[config.mk]
export PLATFORM = sky130hd
export DESIGN_NAME = rpc_cover
export DESIGN_NICKNAME = d
export VERILOG_FILES = /design/src/rtl/core/rpc_pkg.sv /design/src/rtl/core/rpc_div.sv /design/src/rtl/core/rpc_cover.sv
export SDC_FILE = /design/constraint.sdc
export NUM_CORES = 1
export LEC_CHECK = 0
export ABC_AREA = 1
export BUFFER_PORTS_ARGS = -buffer_cell sky130_fd_sc_hd__buf_2
export CAP_MARGIN = 20
export CELL_PAD_IN_SITES_DETAIL_PLACEMENT = 2
export CELL_PAD_IN_SITES_GLOBAL_PLACEMENT = 2
export CORE_MARGIN = 2
export CORE_UTILIZATION = 40
export CTS_CLUSTER_DIAMETER = 100
export DETAILED_ROUTE_END_ITERATION = 7
export GPL_ROUTABILITY_DRIVEN = 0
export PLACE_DENSITY = 0.85
export SLEW_MARGIN = 10
export SYNTH_ARGS = -nofsm -noshare
export SYNTH_HDL_FRONTEND = slang
export SYNTH_SLANG_ARGS = --single-unit
[constraint.sdc]
create_clock -name clk_i -period 16.4 [get_ports clk_i]
set_clock_uncertainty 0.2 [all_clocks]
set_input_delay 0 -clock clk_i [delete_from_list [all_inputs] [get_ports clk_i]]
set_output_delay 0 -clock clk_i [all_outputs]
set_load 0.05 [all_outputs]
[src/rtl/core/rpc_pkg.sv]
// rpc_pkg: shared types and constants of the raster primitive coverage block.
// Used by rpc_div, rpc_emit, rpc_cover and raster_primitive_coverage.
package rpc_pkg;

  // Field widths
  localparam int COORD_W = 10;
  localparam int THICK_W = 4;
  localparam int COLOR_W = 24;
  localparam int PRIM_W  = 3;

  // Signed working width for coordinates and differences
  localparam int CW      = COORD_W + 2;
  // Product width of the shared multiplier
  localparam int PROD_W  = 2 * CW;
  // Squared distance widths for the ring test
  localparam int SQ_W    = 2 * COORD_W;
  localparam int ACC_W   = SQ_W + 1;
  // Signed thick-line offset width
  localparam int KW      = THICK_W + 1;

  // Stream payload widths, padded to whole bytes
  localparam int IN_W    = ((2 * COORD_W + 7) / 8) * 8;
  localparam int OUT_RAW = 2 * COORD_W + COLOR_W;
  localparam int OUT_W   = ((OUT_RAW + 7) / 8) * 8;

  // Defaults of the top-level parameters
  localparam int FRAME_WIDTH_DEF   = 1024;
  localparam int FRAME_HEIGHT_DEF  = 1024;
  localparam int MAX_THICKNESS_DEF = 15;

  typedef enum logic [PRIM_W-1:0] {
    PRIM_LINE  = 3'd0,
    PRIM_THICK = 3'd1,
    PRIM_RECT  = 3'd2,
    PRIM_FILL  = 3'd3,
    PRIM_RING  = 3'd4
  } prim_e;

  // Shape of the write pattern around a hit
  typedef enum logic [1:0] {
    KIND_GEN  = 2'd0,  // cross: row and column
    KIND_VERT = 2'd1,  // row only (vertical line widened sideways)
    KIND_HORZ = 2'd2   // column only
  } kind_e;

  typedef struct packed {
    logic [PRIM_W-1:0]  prim;
    logic [COORD_W-1:0] start_x;
    logic [COORD_W-1:0] start_y;
    logic [COORD_W-1:0] end_x;
    logic [COORD_W-1:0] end_y;
    logic [COORD_W-1:0] radius;
    logic [THICK_W-1:0] thickness;
    logic [COLOR_W-1:0] color;
  } cfg_t;

  // Write pattern request from the coverage sequencer to the emitter
  typedef struct packed {
    kind_e              kind;
    logic [THICK_W-1:0] thick;
    logic [COORD_W-1:0] x;
    logic [COORD_W-1:0] y;
  } emit_req_t;

endpackage

[src/rtl/core/rpc_div.sv]
// rpc_div: serial signed divider, one quotient bit per cycle, truncating.
// Depends on rpc_pkg. Quotient magnitude must stay below 2**COORD_W.
module rpc_div (
  input  logic                              clk_i,
  input  logic                              rst_ni,
  input  logic                              start_i,
  input  logic signed [rpc_pkg::PROD_W-1:0] num_i,
  input  logic signed [rpc_pkg::CW-1:0]     den_i,
  output logic                              done_o,
  output logic signed [rpc_pkg::CW-1:0]     quot_o
);

  localparam int QW    = rpc_pkg::COORD_W;
  localparam int NW    = 2 * QW;
  localparam int CNT_W = $clog2(QW + 1);

  logic [rpc_pkg::PROD_W-1:0] num_mag;
  logic [rpc_pkg::CW-1:0]     den_mag;
  logic [QW:0]                trial;
  logic [QW:0]                diff;
  logic                       fits;

  logic             busy_q;
  logic             done_q;
  logic [CNT_W-1:0] cnt_q;
  logic [QW-1:0]    rem_q;
  logic [QW-1:0]    low_q;
  logic [QW-1:0]    quo_q;
  logic [QW-1:0]    den_q;
  logic             neg_q;

  // Operand magnitudes
  assign num_mag = num_i[rpc_pkg::PROD_W-1] ? -num_i : num_i;
  assign den_mag = den_i[rpc_pkg::CW-1] ? -den_i : den_i;

  // Restoring step
  assign trial = {rem_q, low_q[QW-1]};
  assign diff  = trial - {1'b0, den_q};
  assign fits  = trial >= {1'b0, den_q};

  // Control
  always_ff @(posedge clk_i or negedge rst_ni) begin
    if (!rst_ni) begin
      busy_q <= 1'b0;
      done_q <= 1'b0;
      cnt_q  <= '0;
    end else begin
      done_q <= 1'b0;
      if (start_i) begin
        busy_q <= 1'b1;
        cnt_q  <= CNT_W'(QW);
      end else if (busy_q) begin
        cnt_q <= cnt_q - CNT_W'(1);
        if (cnt_q == CNT_W'(1)) begin
          busy_q <= 1'b0;
          done_q <= 1'b1;
        end
      end
    end
  end

  // Datapath
  always_ff @(posedge clk_i) begin
    if (start_i) begin
      rem_q <= num_mag[NW-1:QW];
      low_q <= num_mag[QW-1:0];
      den_q <= den_mag[QW-1:0];
      neg_q <= num_i[rpc_pkg::PROD_W-1] ^ den_i[rpc_pkg::CW-1];
      quo_q <= '0;
    end else if (busy_q) begin
      rem_q <= fits ? diff[QW-1:0] : trial[QW-1:0];
      low_q <= {low_q[QW-2:0], 1'b0};
      quo_q <= {quo_q[QW-2:0], fits};
    end
  end

  assign done_o = done_q;
  assign quot_o = neg_q ? -$signed({{(rpc_pkg::CW-QW){1'b0}}, quo_q})
                        : $signed({{(rpc_pkg::CW-QW){1'b0}}, quo_q});

endmodule

[src/rtl/core/rpc_cover.sv]
// rpc_cover: coverage sequencer. Tests one candidate pixel against the
// primitive using one shared multiplier and the serial divider rpc_div. Uses rpc_pkg.
module rpc_cover #(
  parameter int MAX_THICKNESS = rpc_pkg::MAX_THICKNESS_DEF
) (
  input  logic                         clk_i,
  input  logic                         rst_ni,
  input  rpc_pkg::cfg_t                cfg_i,
  input  logic                         item_valid_i,
  output logic                         item_ready_o,
  input  logic [rpc_pkg::COORD_W-1:0]  item_x_i,
  input  logic [rpc_pkg::COORD_W-1:0]  item_y_i,
  output logic                         emit_start_o,
  output rpc_pkg::emit_req_t           emit_req_o,
  input  logic                         emit_idle_i
);

  localparam int CW  = rpc_pkg::CW;
  localparam int PW  = rpc_pkg::COORD_W;
  localparam int TW  = rpc_pkg::THICK_W;
  localparam int SW  = 4;

  localparam logic [SW-1:0] S_IDLE = 4'd0;
  localparam logic [SW-1:0] S_PRE  = 4'd1;
  localparam logic [SW-1:0] S_M1   = 4'd2;
  localparam logic [SW-1:0] S_D1S  = 4'd3;
  localparam logic [SW-1:0] S_D1W  = 4'd4;
  localparam logic [SW-1:0] S_M2   = 4'd5;
  localparam logic [SW-1:0] S_D2S  = 4'd6;
  localparam logic [SW-1:0] S_D2W  = 4'd7;
  localparam logic [SW-1:0] S_R1   = 4'd8;
  localparam logic [SW-1:0] S_R2   = 4'd9;
  localparam logic [SW-1:0] S_R3   = 4'd10;
  localparam logic [SW-1:0] S_R4   = 4'd11;
  localparam logic [SW-1:0] S_R5   = 4'd12;
  localparam logic [SW-1:0] S_EMIT = 4'd13;

  logic [SW-1:0] state_q, state_d;
  logic [PW-1:0] x_q, y_q;
  rpc_pkg::emit_req_t req_q, req_d;
  logic signed [rpc_pkg::PROD_W-1:0] mul_q, mul_d;
  logic signed [CW-1:0] mul_a, mul_b;
  logic [rpc_pkg::ACC_W-1:0] acc_q, acc_d;
  logic [rpc_pkg::SQ_W-1:0]  rr_q, rr_d;

  logic                 div_start;
  logic                 div_done;
  logic signed [CW-1:0] div_den;
  logic signed [CW-1:0] quot;

  logic signed [CW-1:0] xe, ye, x0e, y0e, x1e, y1e, re, inner;
  logic signed [CW-1:0] dx, dy;
  logic [PW-1:0]        ylo, yhi;
  logic [TW-1:0]        t_clamp;
  logic                 vert_hit, horz_hit, pre_ok, rect_hit, fill_hit;

  // Working values
  assign xe    = $signed({2'b00, x_q});
  assign ye    = $signed({2'b00, y_q});
  assign x0e   = $signed({2'b00, cfg_i.start_x});
  assign y0e   = $signed({2'b00, cfg_i.start_y});
  assign x1e   = $signed({2'b00, cfg_i.end_x});
  assign y1e   = $signed({2'b00, cfg_i.end_y});
  assign re    = $signed({2'b00, cfg_i.radius});
  assign inner = re - $signed({{(CW-TW){1'b0}}, cfg_i.thickness});
  assign dx    = x1e - x0e;
  assign dy    = y1e - y0e;
  assign ylo   = (cfg_i.start_y < cfg_i.end_y) ? cfg_i.start_y : cfg_i.end_y;
  assign yhi   = (cfg_i.start_y < cfg_i.end_y) ? cfg_i.end_y : cfg_i.start_y;
  assign t_clamp = (cfg_i.thickness > TW'(MAX_THICKNESS)) ? TW'(MAX_THICKNESS)
                                                          : cfg_i.thickness;

  // Combinational tests
  assign vert_hit = (x_q == cfg_i.start_x) && (y_q >= cfg_i.start_y) &&
                    (y_q <= cfg_i.end_y);
  assign horz_hit = (y_q == cfg_i.start_y) && (x_q >= cfg_i.start_x) &&
                    (x_q <= cfg_i.end_x);
  assign pre_ok   = (x_q >= cfg_i.start_x) && (x_q <= cfg_i.end_x) &&
                    (y_q >= ylo) && (y_q <= yhi);
  assign rect_hit = ((x_q >= cfg_i.start_x) && (x_q <= cfg_i.end_x) &&
                     ((y_q == cfg_i.start_y) || (y_q == cfg_i.end_y))) ||
                    ((y_q >= cfg_i.start_y) && (y_q <= cfg_i.end_y) &&
                     ((x_q == cfg_i.start_x) || (x_q == cfg_i.end_x)));
  assign fill_hit = (x_q >= cfg_i.start_x) && (x_q <= cfg_i.end_x) &&
                    (y_q >= cfg_i.start_y) && (y_q <= cfg_i.end_y);

  // Shared multiplier, registered
  assign mul_d = mul_a * mul_b;

  // Sequencer
  always_comb begin
    state_d      = state_q;
    req_d        = req_q;
    acc_d        = acc_q;
    rr_d         = rr_q;
    mul_a        = dx;
    mul_b        = ye - y0e;
    div_start    = 1'b0;
    div_den      = dy;
    item_ready_o = 1'b0;
    emit_start_o = 1'b0;
    unique case (state_q)
      S_IDLE: begin
        item_ready_o = 1'b1;
        if (item_valid_i) begin
          state_d = S_PRE;
        end
      end
      S_PRE: begin
        req_d.x     = x_q;
        req_d.y     = y_q;
        req_d.kind  = rpc_pkg::KIND_VERT;
        req_d.thick = (cfg_i.prim == rpc_pkg::PRIM_THICK) ? t_clamp : '0;
        state_d     = S_IDLE;
        unique case (cfg_i.prim)
          rpc_pkg::PRIM_LINE, rpc_pkg::PRIM_THICK: begin
            if (cfg_i.start_x == cfg_i.end_x) begin
              state_d = vert_hit ? S_EMIT : S_IDLE;
            end else if (cfg_i.start_y == cfg_i.end_y) begin
              req_d.kind = rpc_pkg::KIND_HORZ;
              state_d    = horz_hit ? S_EMIT : S_IDLE;
            end else begin
              req_d.kind = rpc_pkg::KIND_GEN;
              state_d    = pre_ok ? S_M1 : S_IDLE;
            end
          end
          rpc_pkg::PRIM_RECT: state_d = rect_hit ? S_EMIT : S_IDLE;
          rpc_pkg::PRIM_FILL: state_d = fill_hit ? S_EMIT : S_IDLE;
          rpc_pkg::PRIM_RING: state_d = S_R1;
          default:            state_d = S_IDLE;
        endcase
      end
      // Column test: x == dx*(y-y0)/dy + x0
      S_M1: state_d = S_D1S;
      S_D1S: begin
        div_start = 1'b1;
        state_d   = S_D1W;
      end
      S_D1W: begin
        if (div_done) begin
          state_d = (xe == quot + x0e) ? S_EMIT : S_M2;
        end
      end
      // Row test: y == dy*(x-x0)/dx + y0
      S_M2: begin
        mul_a   = dy;
        mul_b   = xe - x0e;
        state_d = S_D2S;
      end
      S_D2S: begin
        div_start = 1'b1;
        div_den   = dx;
        state_d   = S_D2W;
      end
      S_D2W: begin
        div_den = dx;
        if (div_done) begin
          state_d = (ye == quot + y0e) ? S_EMIT : S_IDLE;
        end
      end
      // Ring: squared distance against outer and inner squared radius
      S_R1: begin
        mul_a   = xe - x0e;
        mul_b   = xe - x0e;
        state_d = S_R2;
      end
      S_R2: begin
        acc_d   = mul_q[rpc_pkg::ACC_W-1:0];
        mul_a   = ye - y0e;
        mul_b   = ye - y0e;
        state_d = S_R3;
      end
      S_R3: begin
        acc_d   = acc_q + mul_q[rpc_pkg::ACC_W-1:0];
        mul_a   = re;
        mul_b   = re;
        state_d = S_R4;
      end
      S_R4: begin
        rr_d    = mul_q[rpc_pkg::SQ_W-1:0];
        mul_a   = inner;
        mul_b   = inner;
        state_d = S_R5;
      end
      S_R5: begin
        state_d = ((acc_q < {1'b0, rr_q}) &&
                   (acc_q >= {1'b0, mul_q[rpc_pkg::SQ_W-1:0]})) ? S_EMIT : S_IDLE;
      end
      S_EMIT: begin
        emit_start_o = 1'b1;
        if (emit_idle_i) begin
          state_d = S_IDLE;
        end
      end
      default: state_d = S_IDLE;
    endcase
  end

  always_ff @(posedge clk_i or negedge rst_ni) begin
    if (!rst_ni) begin
      state_q <= S_IDLE;
    end else begin
      state_q <= state_d;
    end
  end

  always_ff @(posedge clk_i) begin
    if (item_ready_o && item_valid_i) begin
      x_q <= item_x_i;
      y_q <= item_y_i;
    end
    req_q <= req_d;
    acc_q <= acc_d;
    rr_q  <= rr_d;
    mul_q <= mul_d;
  end

  assign emit_req_o = req_q;

  rpc_div u_div (
    .clk_i   (clk_i),
    .rst_ni  (rst_ni),
    .start_i (div_start),
    .num_i   (mul_q),
    .den_i   (div_den),
    .done_o  (div_done),
    .quot_o  (quot)
  );

endmodule

==> impl_metrics.yaml <==
run_status:
  status: "complete, no violations"
die:
  initial_core_util_pct: 40.29
  die-area_um2: 50790
  die_w_um: 225.4
  placementRows: 81
  num_io_pins: 133
  core_area_um2: 48650
  fp.dieH_um: 225.4
yosys:
  ys_seq_elements: 160
  yosys_warnings: 0
  synth_top_area_share_pct: 18.08
  async_flop_share_pct: 6.250
  synth.avg_cell_area_um2: 7.591
  yosysMostFrequentCell: "nand2_1"
  yosys.area.top_type: "edfxtp_1"
  netlist_area_um2: 19600
  ys.flop_type: "edfxtp_1"
  yosysSeqAreaShare_pct: 22.62
  syn-num-nets: 3056
  synthTopCellsByCount: "nand2_1 (540), inv_1 (505), ha_1 (228), nor2_1 (216), a21oi_1 (147)"
  synth_edf_count: 118
  syn-instance-count: 2582
  synth_area_leaders: "edfxtp_1 (18%), ha_1 (15%), fa_1 (14%)"
  synth.distinct_cells: 57
global_routing:
  grt_first_pass_wirelength_um: 133500
  grt_pass1_vias: 22635
  grt_max_degree: 41
  grtUsageTotal_pct: 35.09
  grt-ovfl-total: 0
  antenna_found_initial: 1
place:
  post-place-ws_ns: 8.223
  port_buffers: 108
  dp_hpwl_um: 65080
  post_dp_cell_area_um2: 20860
timing:
  setup_ws_ns: 7.904
  post-route-min-period_ns: 8.496
  maxSlewHeadroom_pct: 26.82
  finalSetupTns_ns: 0
  hold_viol: 0
  tightest_slew_ns: 1.094
  max_freq_mhz: 117.7
  timing.final.crit_share_pct: 51.81
  finalHoldWorstSlack_ns: 0.02852
  setup_viol: 0
  rsz0062_at_grt: "no"
  finalMaxSlewViolations: 0
worst_setup_path:
  r2r_slack_ns: 7.90
  cp-start-kind: "register"
  cp.arrival_ns: 8.71
  critPathMaxFanout: 28
  max_stage_delay_ns: 0.65
  crit_slowest_cell: "nor2_4"
  path_common_cell: "fa_1"
  cp-end-kind: "register"
  path_class: "reg -> reg"
  critPathRequiredTime_ns: 16.61
drt:
  vias_per_cell: 5.764
  drt_iter0_markers: 1111
  wl_per_cell_um: 25.80
  drtPass1Iterations: 6
  wirelength_um: 87170
  ant_nets: 0
  vias: 19476
  route.detailed.drc: 0
layout:
  finalInstanceArea_um2: 22030
  final_nets: 3216
  drive_above_1_share_pct: 7.659
  nFillCells: 5603
  area_delta_synth_final_pct: 12.40
clock_network:
  cts_root_buf: "clkbuf_16"
  cts_resized: 0
  clk_transition_reported_paths_ns: 0.09
  clockBufferDepth: 2
  cts.sinks: 160
  htreeDepth: 4
  cts_setup_buffers: 0
  clock_latency_ns: 0.53
  cts_buffers: 17
  cts_tree: "yes"
run:
  cap_violations: 0
worst_hold_path:
  worstHoldPathType: "in -> reg"
-- what timing repair did --
item	in CTS	in global routing
hold buffers	54	0
hold endpoints to repair	61	0
endpoints found under the setup margin	0	0
-- layer usage --
layer | GRT usage [%] | part of all wire (%) | vias up
met2 | 63.03 | 51 | 659
met5 | 0 | 0 | -
met3 | 5.437 | 4.8 | 244
li1 | - | - | 8650
met4 | 17.84 | 4.8 | 0
met1 | 40.31 | 39 | 9923
-- placed cells by master, fill, tap and decap left out, types with 5 or more instances in the layout --
cell type / count
o21ai_2: 6
edfxtp_1: 118
nor2_1: 215
a21o_1: 6
a31oi_1: 24
clkbuf_16: 17
ha_1: 228
xor2_1: 68
nand2_1: 540
nor3_1: 31
o21a_1: 5
inv_8: 6
dlygate4sd3_1: 54
buf_2: 108
dfrtp_1: 10
fa_1: 141
o21bai_1: 12
a21oi_1: 147
a211oi_1: 7
o211ai_1: 11
or2_2: 14
dfxtp_1: 32
o21ai_0: 125
inv_1: 504
nand4_1: 38
o22ai_1: 17
nand3_1: 124
inv_2: 21
nand3b_1: 8
xnor2_1: 33
o21ai_1: 9
o2111ai_1: 5
buf_4: 8
-- state kept, by name, indices dropped and copies added (netlist names) --
name          count
u_div.rem_q      10
rr_q             20
u_div.neg_q       1
u_div.den_q      10
u_div.low_q      10
state_q           4
u_div.quo_q      10
u_div.done_o      1
emit_req_o       26
acc_q            21
u_div.cnt_q       4
y_q              10
mul_q            22
u_div.busy_q      1
x_q              10
-- kinds of logic (layout without fill, tap and decap cells) --
kind of cell    after synthesis  after routing  share of synthesized area, %
simple gates                992            992                         21.26
flops                       160            160                         22.62
buf+inv                     557            730                         10.80
fa+ha+maj                   369            369                         28.96
compound gates              403            403                         11.85
xor+xnor                    101            101                         4.513
other cells                   0              2                             0
-- final timing paths --
check	startpoint	to	cells after the start
min in group asynchronous	rst_ni	state_q[3]	3
setup / recovery	state_q[1]	mul_q[17]	25
hold / removal	item_x_i[0]	x_q[0]	2
setup reg to reg	state_q[1]	mul_q[17]	25
max in group asynchronous	rst_ni	state_q[2]	3
hold reg to reg	u_div.cnt_q[3]	u_div.cnt_q[3]	1
-- per-stage QoR --
step                      utilization (%)  cells
after floorplan                         -   2582
after detailed placement            42.87   3290
after global placement              42.87   3290
after global routing                45.28   3377
final                               45.29   3379
after CTS                           45.22   3376
-- critical path, delay by kind of cell, from the launching register on --
kind | cells | cell delay, ns
adders and majority gates | 6 | 3.09
and+or+nand+nor | 7 | 1.95
xor gates and xnor gates | 1 | 0.24
AOI/OAI and AO/OA | 5 | 1.56
buffers and inverters | 6 | 0.89
DFF | 1 | 0.44
-- cell type report --
cell class	count	area, um^2	share of cell area (%)
Antenna cell	2	5.005	0.02272
Sequential cell	160	4434	20.13
Clock buffer	18	439.2	1.993
Clock inverter	14	163.9	0.7440
Tap cell	622	778.2	3.532
Multi-Input combinational cell	1865	13060	59.29
Inverter	527	1981	8.990
Timing Repair Buffer	171	1169	5.304
Power is left out: the tool's default activity adds up to more than one toggle a clock period on the data nets, which glitch-free logic cannot reach.
